[src/rtl/core/assert_macros.svh]
// ----------------------------------------------------------------------------
// Assertion macros
// Clocked property checks for the frame check stage, removable with ASSERT_OFF.
// ----------------------------------------------------------------------------
`ifndef ASSERT_MACROS_SVH
`define ASSERT_MACROS_SVH

`ifndef ASSERT_OFF
`define ASSERT_CLK_RST(label, clk_sig, rst_sig, prop, msg) \
  label: assert property (@(posedge clk_sig) disable iff (rst_sig) prop) else $error(msg);
`define ASSERT_CLK(label, clk_sig, prop, msg) \
  label: assert property (@(posedge clk_sig) prop) else $error(msg);
`else
`define ASSERT_CLK_RST(label, clk_sig, rst_sig, prop, msg)
`define ASSERT_CLK(label, clk_sig, prop, msg)
`endif

`endif

[src/rtl/core/mrtu_pkg.sv]
// ----------------------------------------------------------------------------
// Modbus RTU request frame checker package
// Transaction types, codes, constants and the byte-wise CRC-16 update.
// ----------------------------------------------------------------------------
package mrtu_pkg;

  localparam int COUNT_W = 9;

  localparam logic [15:0]        CRC_POLY          = 16'hA001;
  localparam logic [15:0]        CRC_INIT          = 16'hFFFF;
  localparam logic [COUNT_W-1:0] SHORT_FRAME_LEN   = 9'd8;
  localparam logic [COUNT_W-1:0] MULTI_FIXED_LEN   = 9'd9;
  localparam logic [COUNT_W-1:0] MAX_FRAME_LEN     = 9'd264;
  localparam logic [COUNT_W-1:0] POS_FUNC_CODE     = 9'd1;
  localparam logic [COUNT_W-1:0] POS_BYTE_COUNT    = 9'd6;
  localparam logic [7:0]         SHORT_CODE_MIN    = 8'h01;
  localparam logic [7:0]         SHORT_CODE_MAX    = 8'h06;
  localparam logic [7:0]         CODE_WRITE_COILS  = 8'h0F;
  localparam logic [7:0]         CODE_WRITE_REGS   = 8'h10;
  localparam logic [7:0]         COUNT_LIMIT_RESET = 8'd122;

  localparam int          PADDR_W            = 3;
  localparam logic        REG_MAX_DATA_BYTES = 1'b0;

  typedef enum logic [1:0] {
    VERDICT_OK,
    VERDICT_CRC_ERR,
    VERDICT_BAD_CODE,
    VERDICT_COUNT_HIGH
  } verdict_t;

  typedef struct packed {
    logic [7:0] data_byte;
    logic       frame_start;
  } item_t;

  typedef struct packed {
    verdict_t           verdict;
    logic [COUNT_W-1:0] frame_length;
  } result_t;

  function automatic logic [15:0] crc_feed(input logic [15:0] crc, input logic [7:0] b);
    logic [15:0] c;
    c = crc ^ {8'h00, b};
    for (int i = 0; i < 8; i++) begin
      c = c[0] ? ((c >> 1) ^ CRC_POLY) : (c >> 1);
    end
    return c;
  endfunction

endpackage

[src/rtl/core/mrtu_cfg_regs.sv]
// ----------------------------------------------------------------------------
// Configuration registers
// APB-style register port holding the byte count limit.
// ----------------------------------------------------------------------------
module mrtu_cfg_regs (
  input  logic                        clk,
  input  logic                        rst,
  input  logic                        psel,
  input  logic                        penable,
  input  logic                        pwrite,
  input  logic [mrtu_pkg::PADDR_W-1:0] paddr,
  input  logic [31:0]                 pwdata,
  output logic [31:0]                 prdata,
  output logic                        pready,
  output logic [7:0]                  max_data_bytes
);

  logic reg_hit;

  assign pready  = 1'b1;
  assign reg_hit = (paddr[mrtu_pkg::PADDR_W-1] == mrtu_pkg::REG_MAX_DATA_BYTES);

  always_ff @(posedge clk) begin
    if (rst) begin
      max_data_bytes <= mrtu_pkg::COUNT_LIMIT_RESET;
    end else if (psel && penable && pwrite && pready && reg_hit) begin
      max_data_bytes <= pwdata[7:0];
    end
  end

  assign prdata = reg_hit ? {24'h000000, max_data_bytes} : 32'h00000000;

endmodule

[src/rtl/core/mrtu_in_reg.sv]
// ----------------------------------------------------------------------------
// Input register
// Holds one accepted byte transaction until the checker consumes it.
// ----------------------------------------------------------------------------
module mrtu_in_reg (
  input  logic            clk,
  input  logic            rst,
  input  logic            item_valid,
  output logic            item_ready,
  input  mrtu_pkg::item_t item,
  input  logic            take,
  output logic            held_valid,
  output mrtu_pkg::item_t held_item
);

  assign item_ready = !held_valid || take;

  always_ff @(posedge clk) begin
    if (rst) begin
      held_valid <= 1'b0;
    end else if (item_ready) begin
      held_valid <= item_valid;
    end
  end

  always_ff @(posedge clk) begin
    if (item_valid && item_ready) begin
      held_item <= item;
    end
  end

endmodule

[src/rtl/core/mrtu_frame_check.sv]
// ----------------------------------------------------------------------------
// Frame check stage
// Tracks frame state, updates the CRC and registers the verdict transaction.
// ----------------------------------------------------------------------------
`include "assert_macros.svh"

module mrtu_frame_check (
  input  logic              clk,
  input  logic              rst,
  input  logic [7:0]        max_data_bytes,
  input  logic              held_valid,
  input  mrtu_pkg::item_t   held_item,
  output logic              take,
  output logic              result_valid,
  input  logic              result_ready,
  output mrtu_pkg::result_t result
);

  localparam int CW = mrtu_pkg::COUNT_W;

  logic [CW-1:0] bytes_seen;
  logic [15:0]   running_crc;
  logic [7:0]    held0;
  logic [7:0]    held1;
  logic [7:0]    function_code;
  logic [CW-1:0] expected_length;
  logic          verdict_given;

  logic          start;
  logic          active;
  logic [CW-1:0] pos;
  logic [15:0]   crc_base;
  logic [7:0]    h0_base;
  logic [7:0]    h1_base;
  logic [7:0]    fc_base;
  logic [CW-1:0] el_base;

  logic [CW-1:0] bytes_seen_next;
  logic [15:0]   running_crc_next;
  logic [7:0]    function_code_next;
  logic [CW-1:0] expected_length_next;
  logic          verdict_given_next;

  logic          short_code;
  logic          multi_code;
  logic [CW-1:0] length_limit;
  logic          at_eighth;
  logic          emit;
  mrtu_pkg::result_t result_next;

  assign take   = held_valid && (!result_valid || result_ready);
  assign start  = held_item.frame_start;
  assign active = start || !verdict_given;

  always_comb begin
    pos      = start ? '0 : bytes_seen;
    crc_base = start ? mrtu_pkg::CRC_INIT : running_crc;
    h0_base  = start ? 8'h00 : held0;
    h1_base  = start ? 8'h00 : held1;
    fc_base  = start ? 8'h00 : function_code;
    el_base  = start ? '0 : expected_length;

    running_crc_next = (|pos[CW-1:1]) ? mrtu_pkg::crc_feed(crc_base, h0_base) : crc_base;
    function_code_next = (pos == mrtu_pkg::POS_FUNC_CODE) ? held_item.data_byte : fc_base;

    short_code = (function_code_next >= mrtu_pkg::SHORT_CODE_MIN) &&
                 (function_code_next <= mrtu_pkg::SHORT_CODE_MAX);
    multi_code = (function_code_next == mrtu_pkg::CODE_WRITE_COILS) ||
                 (function_code_next == mrtu_pkg::CODE_WRITE_REGS);

    if ((pos == mrtu_pkg::POS_FUNC_CODE) && short_code) begin
      expected_length_next = mrtu_pkg::SHORT_FRAME_LEN;
    end else if ((pos == mrtu_pkg::POS_BYTE_COUNT) && multi_code) begin
      expected_length_next = {1'b0, held_item.data_byte} + mrtu_pkg::MULTI_FIXED_LEN;
    end else begin
      expected_length_next = el_base;
    end

    bytes_seen_next = (pos != {CW{1'b1}}) ? pos + 1'b1 : pos;
    length_limit    = {1'b0, max_data_bytes} + mrtu_pkg::MULTI_FIXED_LEN;
    at_eighth       = (bytes_seen_next == mrtu_pkg::SHORT_FRAME_LEN);

    emit                     = 1'b0;
    result_next.verdict      = mrtu_pkg::VERDICT_OK;
    result_next.frame_length = '0;
    if (at_eighth && !short_code && !multi_code) begin
      emit                = 1'b1;
      result_next.verdict = mrtu_pkg::VERDICT_BAD_CODE;
    end else if (at_eighth && multi_code && (expected_length_next > length_limit)) begin
      emit                = 1'b1;
      result_next.verdict = mrtu_pkg::VERDICT_COUNT_HIGH;
    end else if ((bytes_seen_next >= mrtu_pkg::SHORT_FRAME_LEN) &&
                 (bytes_seen_next == expected_length_next)) begin
      emit = 1'b1;
      if ((running_crc_next == {h1_base, held_item.data_byte}) ||
          (running_crc_next == {held_item.data_byte, h1_base})) begin
        result_next.frame_length = expected_length_next;
      end else begin
        result_next.verdict = mrtu_pkg::VERDICT_CRC_ERR;
      end
    end

    verdict_given_next = emit;
  end

  always_ff @(posedge clk) begin
    if (rst) begin
      bytes_seen      <= '0;
      running_crc     <= mrtu_pkg::CRC_INIT;
      held0           <= 8'h00;
      held1           <= 8'h00;
      function_code   <= 8'h00;
      expected_length <= '0;
      verdict_given   <= 1'b1;
    end else if (take && active) begin
      bytes_seen      <= bytes_seen_next;
      running_crc     <= running_crc_next;
      held0           <= h1_base;
      held1           <= held_item.data_byte;
      function_code   <= function_code_next;
      expected_length <= expected_length_next;
      verdict_given   <= verdict_given_next;
    end
  end

  always_ff @(posedge clk) begin
    if (rst) begin
      result_valid <= 1'b0;
    end else if (take) begin
      result_valid <= active && emit;
    end else if (result_ready) begin
      result_valid <= 1'b0;
    end
  end

  always_ff @(posedge clk) begin
    if (take && active && emit) begin
      result <= result_next;
    end
  end

  `ASSERT_CLK_RST(a_ok_has_length, clk, rst, result_valid && (result.verdict == mrtu_pkg::VERDICT_OK) |-> (result.frame_length >= mrtu_pkg::SHORT_FRAME_LEN) && (result.frame_length <= mrtu_pkg::MAX_FRAME_LEN), "valid frame with bad length")
  `ASSERT_CLK_RST(a_err_zero_length, clk, rst, result_valid && (result.verdict != mrtu_pkg::VERDICT_OK) |-> (result.frame_length == '0), "error verdict with nonzero length")
  `ASSERT_CLK_RST(a_verdict_closes, clk, rst, take && active && emit |=> verdict_given && result_valid, "verdict did not close frame")
  `ASSERT_CLK_RST(a_count_bound, clk, rst, !verdict_given |-> (bytes_seen < mrtu_pkg::MAX_FRAME_LEN), "frame ran past longest length")

endmodule

[src/rtl/core/modbus_rtu_request_frame_checker_unit.sv]
// ----------------------------------------------------------------------------
// Modbus RTU request frame checker
// Checks Modbus RTU request frames byte by byte and reports at most one verdict per frame.
//
//   channel   ports                               direction  payload
//   item      item_valid / item_ready / item      in         mrtu_pkg::item_t
//   result    result_valid / result_ready / result out       mrtu_pkg::result_t
//   config    psel penable pwrite paddr pwdata    in/out     max_data_bytes
//
// One byte transaction per cycle, sustained while results are accepted; the CRC update is one unrolled byte step.
// The byte that completes the frame passes through the input register; the verdict transaction is then registered.
// A result waiting on result_ready stalls the check stage; the input register
// can still hold one more byte.
// Reset clears the frame state; bytes without a start mark are then dropped.
// ----------------------------------------------------------------------------
module modbus_rtu_request_frame_checker_unit (
  input  logic                         clk,
  input  logic                         rst,
  input  logic                         item_valid,
  output logic                         item_ready,
  input  mrtu_pkg::item_t              item,
  output logic                         result_valid,
  input  logic                         result_ready,
  output mrtu_pkg::result_t            result,
  input  logic                         psel,
  input  logic                         penable,
  input  logic                         pwrite,
  input  logic [mrtu_pkg::PADDR_W-1:0] paddr,
  input  logic [31:0]                  pwdata,
  output logic [31:0]                  prdata,
  output logic                         pready
);

  logic            held_valid;
  mrtu_pkg::item_t held_item;
  logic            take;
  logic [7:0]      max_data_bytes;

  mrtu_cfg_regs u_cfg (
    .clk            (clk),
    .rst            (rst),
    .psel           (psel),
    .penable        (penable),
    .pwrite         (pwrite),
    .paddr          (paddr),
    .pwdata         (pwdata),
    .prdata         (prdata),
    .pready         (pready),
    .max_data_bytes (max_data_bytes)
  );

  mrtu_in_reg u_in (
    .clk        (clk),
    .rst        (rst),
    .item_valid (item_valid),
    .item_ready (item_ready),
    .item       (item),
    .take       (take),
    .held_valid (held_valid),
    .held_item  (held_item)
  );

  mrtu_frame_check u_check (
    .clk            (clk),
    .rst            (rst),
    .max_data_bytes (max_data_bytes),
    .held_valid     (held_valid),
    .held_item      (held_item),
    .take           (take),
    .result_valid   (result_valid),
    .result_ready   (result_ready),
    .result         (result)
  );

endmodule

[config.mk]
export PLATFORM = sky130hd
export DESIGN_NAME = modbus_rtu_request_frame_checker_unit
export DESIGN_NICKNAME = d
export VERILOG_FILES = /design/src/rtl/core/mrtu_pkg.sv /design/src/rtl/core/mrtu_cfg_regs.sv /design/src/rtl/core/mrtu_in_reg.sv /design/src/rtl/core/mrtu_frame_check.sv /design/src/rtl/core/modbus_rtu_request_frame_checker_unit.sv
export VERILOG_INCLUDE_DIRS = /design/src /design/src/rtl/core
export SDC_FILE = /design/constraint.sdc
export NUM_CORES = 1
export LEC_CHECK = 0
export BUFFER_PORTS_ARGS = -buffer_cell sky130_fd_sc_hd__buf_4
export CORE_MARGIN = 2
export CORE_UTILIZATION = 60
export CTS_CLUSTER_DIAMETER = 80
export CTS_CLUSTER_SIZE = 25
export DETAILED_ROUTE_END_ITERATION = 10
export HOLD_SLACK_MARGIN = 0.12
export MAX_ROUTING_LAYER = met4
export PLACE_DENSITY = 0.82
export SETUP_SLACK_MARGIN = 0.05
export SKIP_CTS_REPAIR_TIMING = 1
export SYNTH_ARGS = -nofsm -noshare
export SYNTH_HDL_FRONTEND = slang
export SYNTH_SLANG_ARGS = --single-unit
export TNS_END_PERCENT = 10
[constraint.sdc]
create_clock -name clk -period 14.6 [get_ports clk]
set_clock_uncertainty 0.05 [all_clocks]
set_input_delay 4.38 -clock clk [delete_from_list [all_inputs] [get_ports clk]]
set_output_delay 4.38 -clock clk [all_outputs]
set_load 0.05 [all_outputs]
======== Yosys cells after proc, flatten, opt, wreduce, memory -nomap -nowiden ========
Cells that the tools add are included.
W data, S select, Z words.
word-level totals
  logic and storage cells ................. 102
  register bits ........................... 89
  output and inout port bits .............. 46
operators by class
  $add $sub $neg .......................... 3
  equality and inequality tests ........... 9
  reduce and logical (&&, ||, !) cells .... 30
  multiplexer cells ....................... 29
  $lt $le $gt $ge ......................... 4
  bitwise gates (word level) .............. 12
operators with widths
  kind                   number
  $mux W16               10
  $mux W9                6
  $mux W8                5
  $eq A16 B16 Y1         2
  $not A2 Y3             8
  $add A8 B4 Y9 const B  2
  $logic_and A1 B1 Y1    16
  $xor A16 B8 Y16        1
  $mux W10               1
  $add A9 B1 Y9 const B  1
  $eq A9 B1 Y1 const B   1
  $eq A9 B3 Y1 const B   1
  $eq A9 B4 Y1 const B   1
  $eq A9 B9 Y1           1
  $ge A9 B4 Y1 const B   1
  $gt A9 B9 Y1           1
  $ne A9 B9 Y1 const B   1
  $eq A8 B4 Y1 const B   1
  $eq A8 B5 Y1 const B   1
  $ge A8 B1 Y1 const B   1
  $le A8 B3 Y1 const B   1
  $reduce_or A8 Y1       1
  $mux W1                7
  $logic_not A1 Y1       5
  5 further kinds        11

======== Longest topological paths before layout ========
  depth after elaboration ................. 24
  gate-level depth with buffers ........... 28
  gate-level depth less buffers ........... 22

======== Cells and area by module ========
From an unflattened synthesis, not the netlist that was laid out.
unflattened totals
  cells, all modules ...................... 721
  area total of the unflattened synthesis .. 5995.8 um^2
modules (own cells, without submodules)
  module            cells an instance  times used  sequential area each (um^2)  area each (um^2)
  mrtu_frame_check  637                1           1531.5                       5064.9
  mrtu_cfg_regs     70                 1           160.2                        605.6
  mrtu_in_reg       14                 1           290.3                        325.3

======== Least setup slack after synthesis ========
No wires, ideal clock.
  path type ............................... input-to-output
  from .................................... input paddr[2] (netlist bit)
  to ...................................... output prdata[1]
  data arrival time ....................... 5.069 ns
  path buffers ............................ 0
  setup slack ............................. 5.101 ns
  stages on the path ...................... 1
  path through ............................ nor2b_1
between the ends
  word-level cells in the longest chain between the ends .. 1
ends and longest elaborated chain
  element          RTL line                                     text
  start, declared  modbus_rtu_request_frame_checker_unit.sv:28  input logic [mrtu_pkg::PADDR_W-1:0] paddr,
  $mux W8          mrtu_cfg_regs.sv:31                          assign prdata = reg_hit ? {24'h000000, max_data_bytes} : 32'h00000000;
  end, declared    modbus_rtu_request_frame_checker_unit.sv:30  output logic [31:0] prdata,
No other way between the ends.

======== Worst setup path after layout ========
  from .................................... input result_ready
  to ...................................... output item_ready
between the ends
  word-level cells in the longest chain between the ends .. 3
ends and longest elaborated chain
  element              RTL line                                     text
  start, declared      modbus_rtu_request_frame_checker_unit.sv:23  input logic result_ready,
  $logic_or A1 B1 Y1   mrtu_frame_check.sv:51                       assign take = held_valid && (!result_valid || result_ready);
  $logic_and A1 B1 Y1  mrtu_frame_check.sv:51
  $logic_or A1 B1 Y1   mrtu_in_reg.sv:16                            assign item_ready = !held_valid || take;
  end, declared        modbus_rtu_request_frame_checker_unit.sv:20  output logic item_ready,
No other way between the ends.

==> results.sh <==
export IMPL_place_ws_ns=5.24
export IMPL_crit_required_ns=10.17
export IMPL_synth_top_area_share_pct=23.0
export IMPL_htree_levels=3
export IMPL_cts_clk_slew_worst_paths_ns=0.08
export IMPL_synthTopCellsByCount="nand2_1 (89), dfxtp_1 (69), nor2_1 (62)"
export IMPL_reg2reg_from="u_in.held_item[0]"
export IMPL_via_per_inst=5.89
export IMPL_p_leak_nw=2.39
export IMPL_firstDrtPassIters=5
export IMPL_status="finished, final reports clean"
export IMPL_grt_max_degree=71
export IMPL_cp_max_fo=2
export IMPL_synth_seq_cells=89
export IMPL_rsz0062_at_grt="no"
export IMPL_drv_cap=0
export IMPL_hold_viol=0
export IMPL_core_area_sq_mm=0.00973
export IMPL_drcViolationCount=0
export IMPL_yosysSeqAreaShare_pct=33.0
export IMPL_clock_sinks=89
export IMPL_worstSetupPathType="in -> out"
export IMPL_root_buffer="clkbuf_8"
export IMPL_worstPathArrival_ns=4.93
export IMPL_fin_crit_sh_pct=64.1
export IMPL_power_density_mw_per_mm2=83.7
export IMPL_synth_edf_count=20
export IMPL_syn_area_sq_mm=0.00601
export IMPL_initial_core_util_pct=61.8
export IMPL_fin_setup_tns_ns=0
export IMPL_place_congestion=0.902
export IMPL_grt_pass1_vias=4843
export IMPL_routed_wl_mm=14.2
export IMPL_avgSynthCellArea_sq_um=8.34
export IMPL_die_w_microns=104
export IMPL_yosys_area_share_xor_xnor_pct=11.1
export IMPL_synth_area_leaders="dfxtp_1 (23%), edfxtp_1 (10%), xnor2_1 (6.6%)"
export IMPL_peakVddDrop_mv=0.0730
export IMPL_cp_top_family="buffers and inverters"
export IMPL_setup_slack_ns=5.24
export IMPL_cts_tree="done"
export IMPL_critPathCaptureType="output port"
export IMPL_postPlaceCellArea_sq_mm=0.00628
export IMPL_muxShareOfSynthArea_pct=4.00
export IMPL_worstRegToRegCells=19
export IMPL_cpMostUsedCell="buf_4"
export IMPL_postRouteAntennaNets=0
export IMPL_max_freq_mhz=107
export IMPL_synth_compound_area_share_pct=16.6
export IMPL_vias=5140
export IMPL_grt_overflow=0
export IMPL_hold_depth=2
export IMPL_holdWs_ns=0.405
export IMPL_syn_inst=720
export IMPL_ioPinCount=97
export IMPL_min_period_ns=9.36
export IMPL_reg2reg_slack_ns=8.42
export IMPL_max_stage_delay_ns=0.20
export IMPL_yosys_area_share_adder_pct=2.92
export IMPL_crit_chain="buf_4, nor2b_1, nand2_1, buf_4"
export IMPL_drive_above_1_share_pct=12.8
export IMPL_r2r_end="u_check.result[0]"
export IMPL_yosysTopAreaCell="dfxtp_1"
export IMPL_fin_nets=800
export IMPL_synth_distinct_cells=77
export IMPL_post_drt_wl_per_cell_microns=16.2
export IMPL_grt_usage_pct=27.3
export IMPL_initialDrtViolationCount=441
export IMPL_report_final_setup_viol=0
export IMPL_synth_ff_type="dfxtp_1"
export IMPL_yosys_warnings=0
export IMPL_crit_path_top_delay_cell="buf_4"
export IMPL_die_area_sq_mm=0.0108
export IMPL_areaGrowthSynthToFinish_pct=7.87
export IMPL_drv_slew=0
export IMPL_design_power_total_uw=543
export IMPL_clock_latency_ns=0.38
export IMPL_max_slew_margin_pct=28.1
export IMPL_std_cell_rows=36
export IMPL_grt_pass1_wl_mm=23.6
export IMPL_worstMarginPinSlew_ns=1.08
export IMPL_synth_top_family_by_area="simple AND/OR/NAND/NOR gates"
export IMPL_portBuffers=45
export IMPL_yosysMostFrequentCell="nand2_1"
export IMPL_synth_simple_gate_area_share_pct=25.2
export IMPL_ys_async_sr_fraction_pct=0
export IMPL_cts_buffer_depth=2
export IMPL_min_to="u_check.expected_length[8]"
export IMPL_num_antenna_cells=0
export IMPL_place_hpwl_mm=10.2
export IMPL_worst_path_buf_inv=2
export IMPL_min_from="u_check.expected_length[8]"
export IMPL_worstHoldPathType="reg -> reg"
export IMPL_antenna_found_initial=0
export IMPL_cts_buffers=9
export IMPL_fin_area_sq_mm=0.00648
export IMPL_die_y_microns=104
export IMPL_start_kind="input port"
==> placed cells by master (no fill, tap or decap), drive strengths merged, types with 5 or more instances in the layout <==
cell type and instances:
a211oi 10, a21o 5, a21oi 58, a22oi 9, and3 5, buf 50
clkbuf 10, conb 25, dfxtp 69, edfxtp 20, ha 14, inv 19
mux2 5, mux2i 18, nand2 91, nand2b 21, nand3 15, nand3b 16
nand4 11, nor2 62, nor2b 18, nor3 15, nor4 12, o21ai 13
o22ai 14, or4 6, xnor2 45, xor2 26
==> worst max-delay path by stage <==
stage / slack, ns / to / depth (start not counted) / from
6_report: 5.24 / item_ready / 4 / result_ready
3_5_place_dp: 5.24 / item_ready / 4 / result_ready
5_1_grt: 5.20 / item_ready / 4 / result_ready
4_1_cts: 5.24 / item_ready / 4 / result_ready
3_3_place_gp: 5.29 / item_ready / 4 / result_ready
2_1_floorplan: 5.10 / prdata[1] / 1 / paddr[2]
==> power by group <==
group | total [mW] | leakage (nW) | switching, mW | internal (mW)
Clock | 0.175 | 0.107 | 0.0904 | 0.0842
Sequential | 0.269 | 0.728 | 0.0111 | 0.258
Combinational | 0.0992 | 1.55 | 0.0648 | 0.0344
==> logic make-up (layout without fill, tap and decap cells) <==
| family | count (synthesis) | in the layout |
|---|---|---|
| AND/OR/NAND/NOR | 287 | 287 |
| AO/OA/AOI/OAI | 146 | 146 |
| flip-flops | 89 | 89 |
| buffers and inverters | 86 | 83 |
| XOR/XNOR | 73 | 73 |
| multiplexers | 23 | 23 |
| adder cells (fa/ha/maj) | 14 | 14 |
| other | 2 | 25 |
==> per-stage QoR <==
step / instances / util (%)
finish: 873 / 66.6
detailed placement: 857 / 64.5
CTS: 873 / 66.6
floorplan: 743 / -
global placement: 857 / 64.5
global route: 873 / 66.6
==> final cells by class <==
type | instances | area (sq um)
multi-input cells | 568 | 3690
fillers | 826 | 3250
flip-flops and latches | 89 | 1980
repair buffers | 50 | 375
well taps | 133 | 166
clock buffers | 10 | 138
clock inverters | 6 | 65.1
inverters | 17 | 63.8
==> worst min-delay path: cells and delay by family (launching register included) <==
family | cells | cell delay [ns]
AOI/OAI and AO/OA | 1 | 0.05
DFF | 1 | 0.31
and+or+nand+nor | 1 | 0.05
==> routing by layer <==
layer / up-vias / GRT usage [%] / share of wire (%)
li1: 2511 / - / -
met1: 2432 / 36.2 / 45
met2: 176 / 42.1 / 46
met3: 21 / 4.39 / 6.2
met4: 0 / 10.7 / 2.0
met5: - / - / 0
==> flip-flops by register name (all words and copies together) (netlist names), 8 cells and up <==
signal,flops
u_in.held_item,9
u_check.function_code,8
u_check.held1,8
u_check.expected_length,9
u_check.bytes_seen,9
u_check.result,11
u_cfg.max_data_bytes,8
u_check.held0,8
u_check.running_crc,16
(Power assumes the default switching activity.)
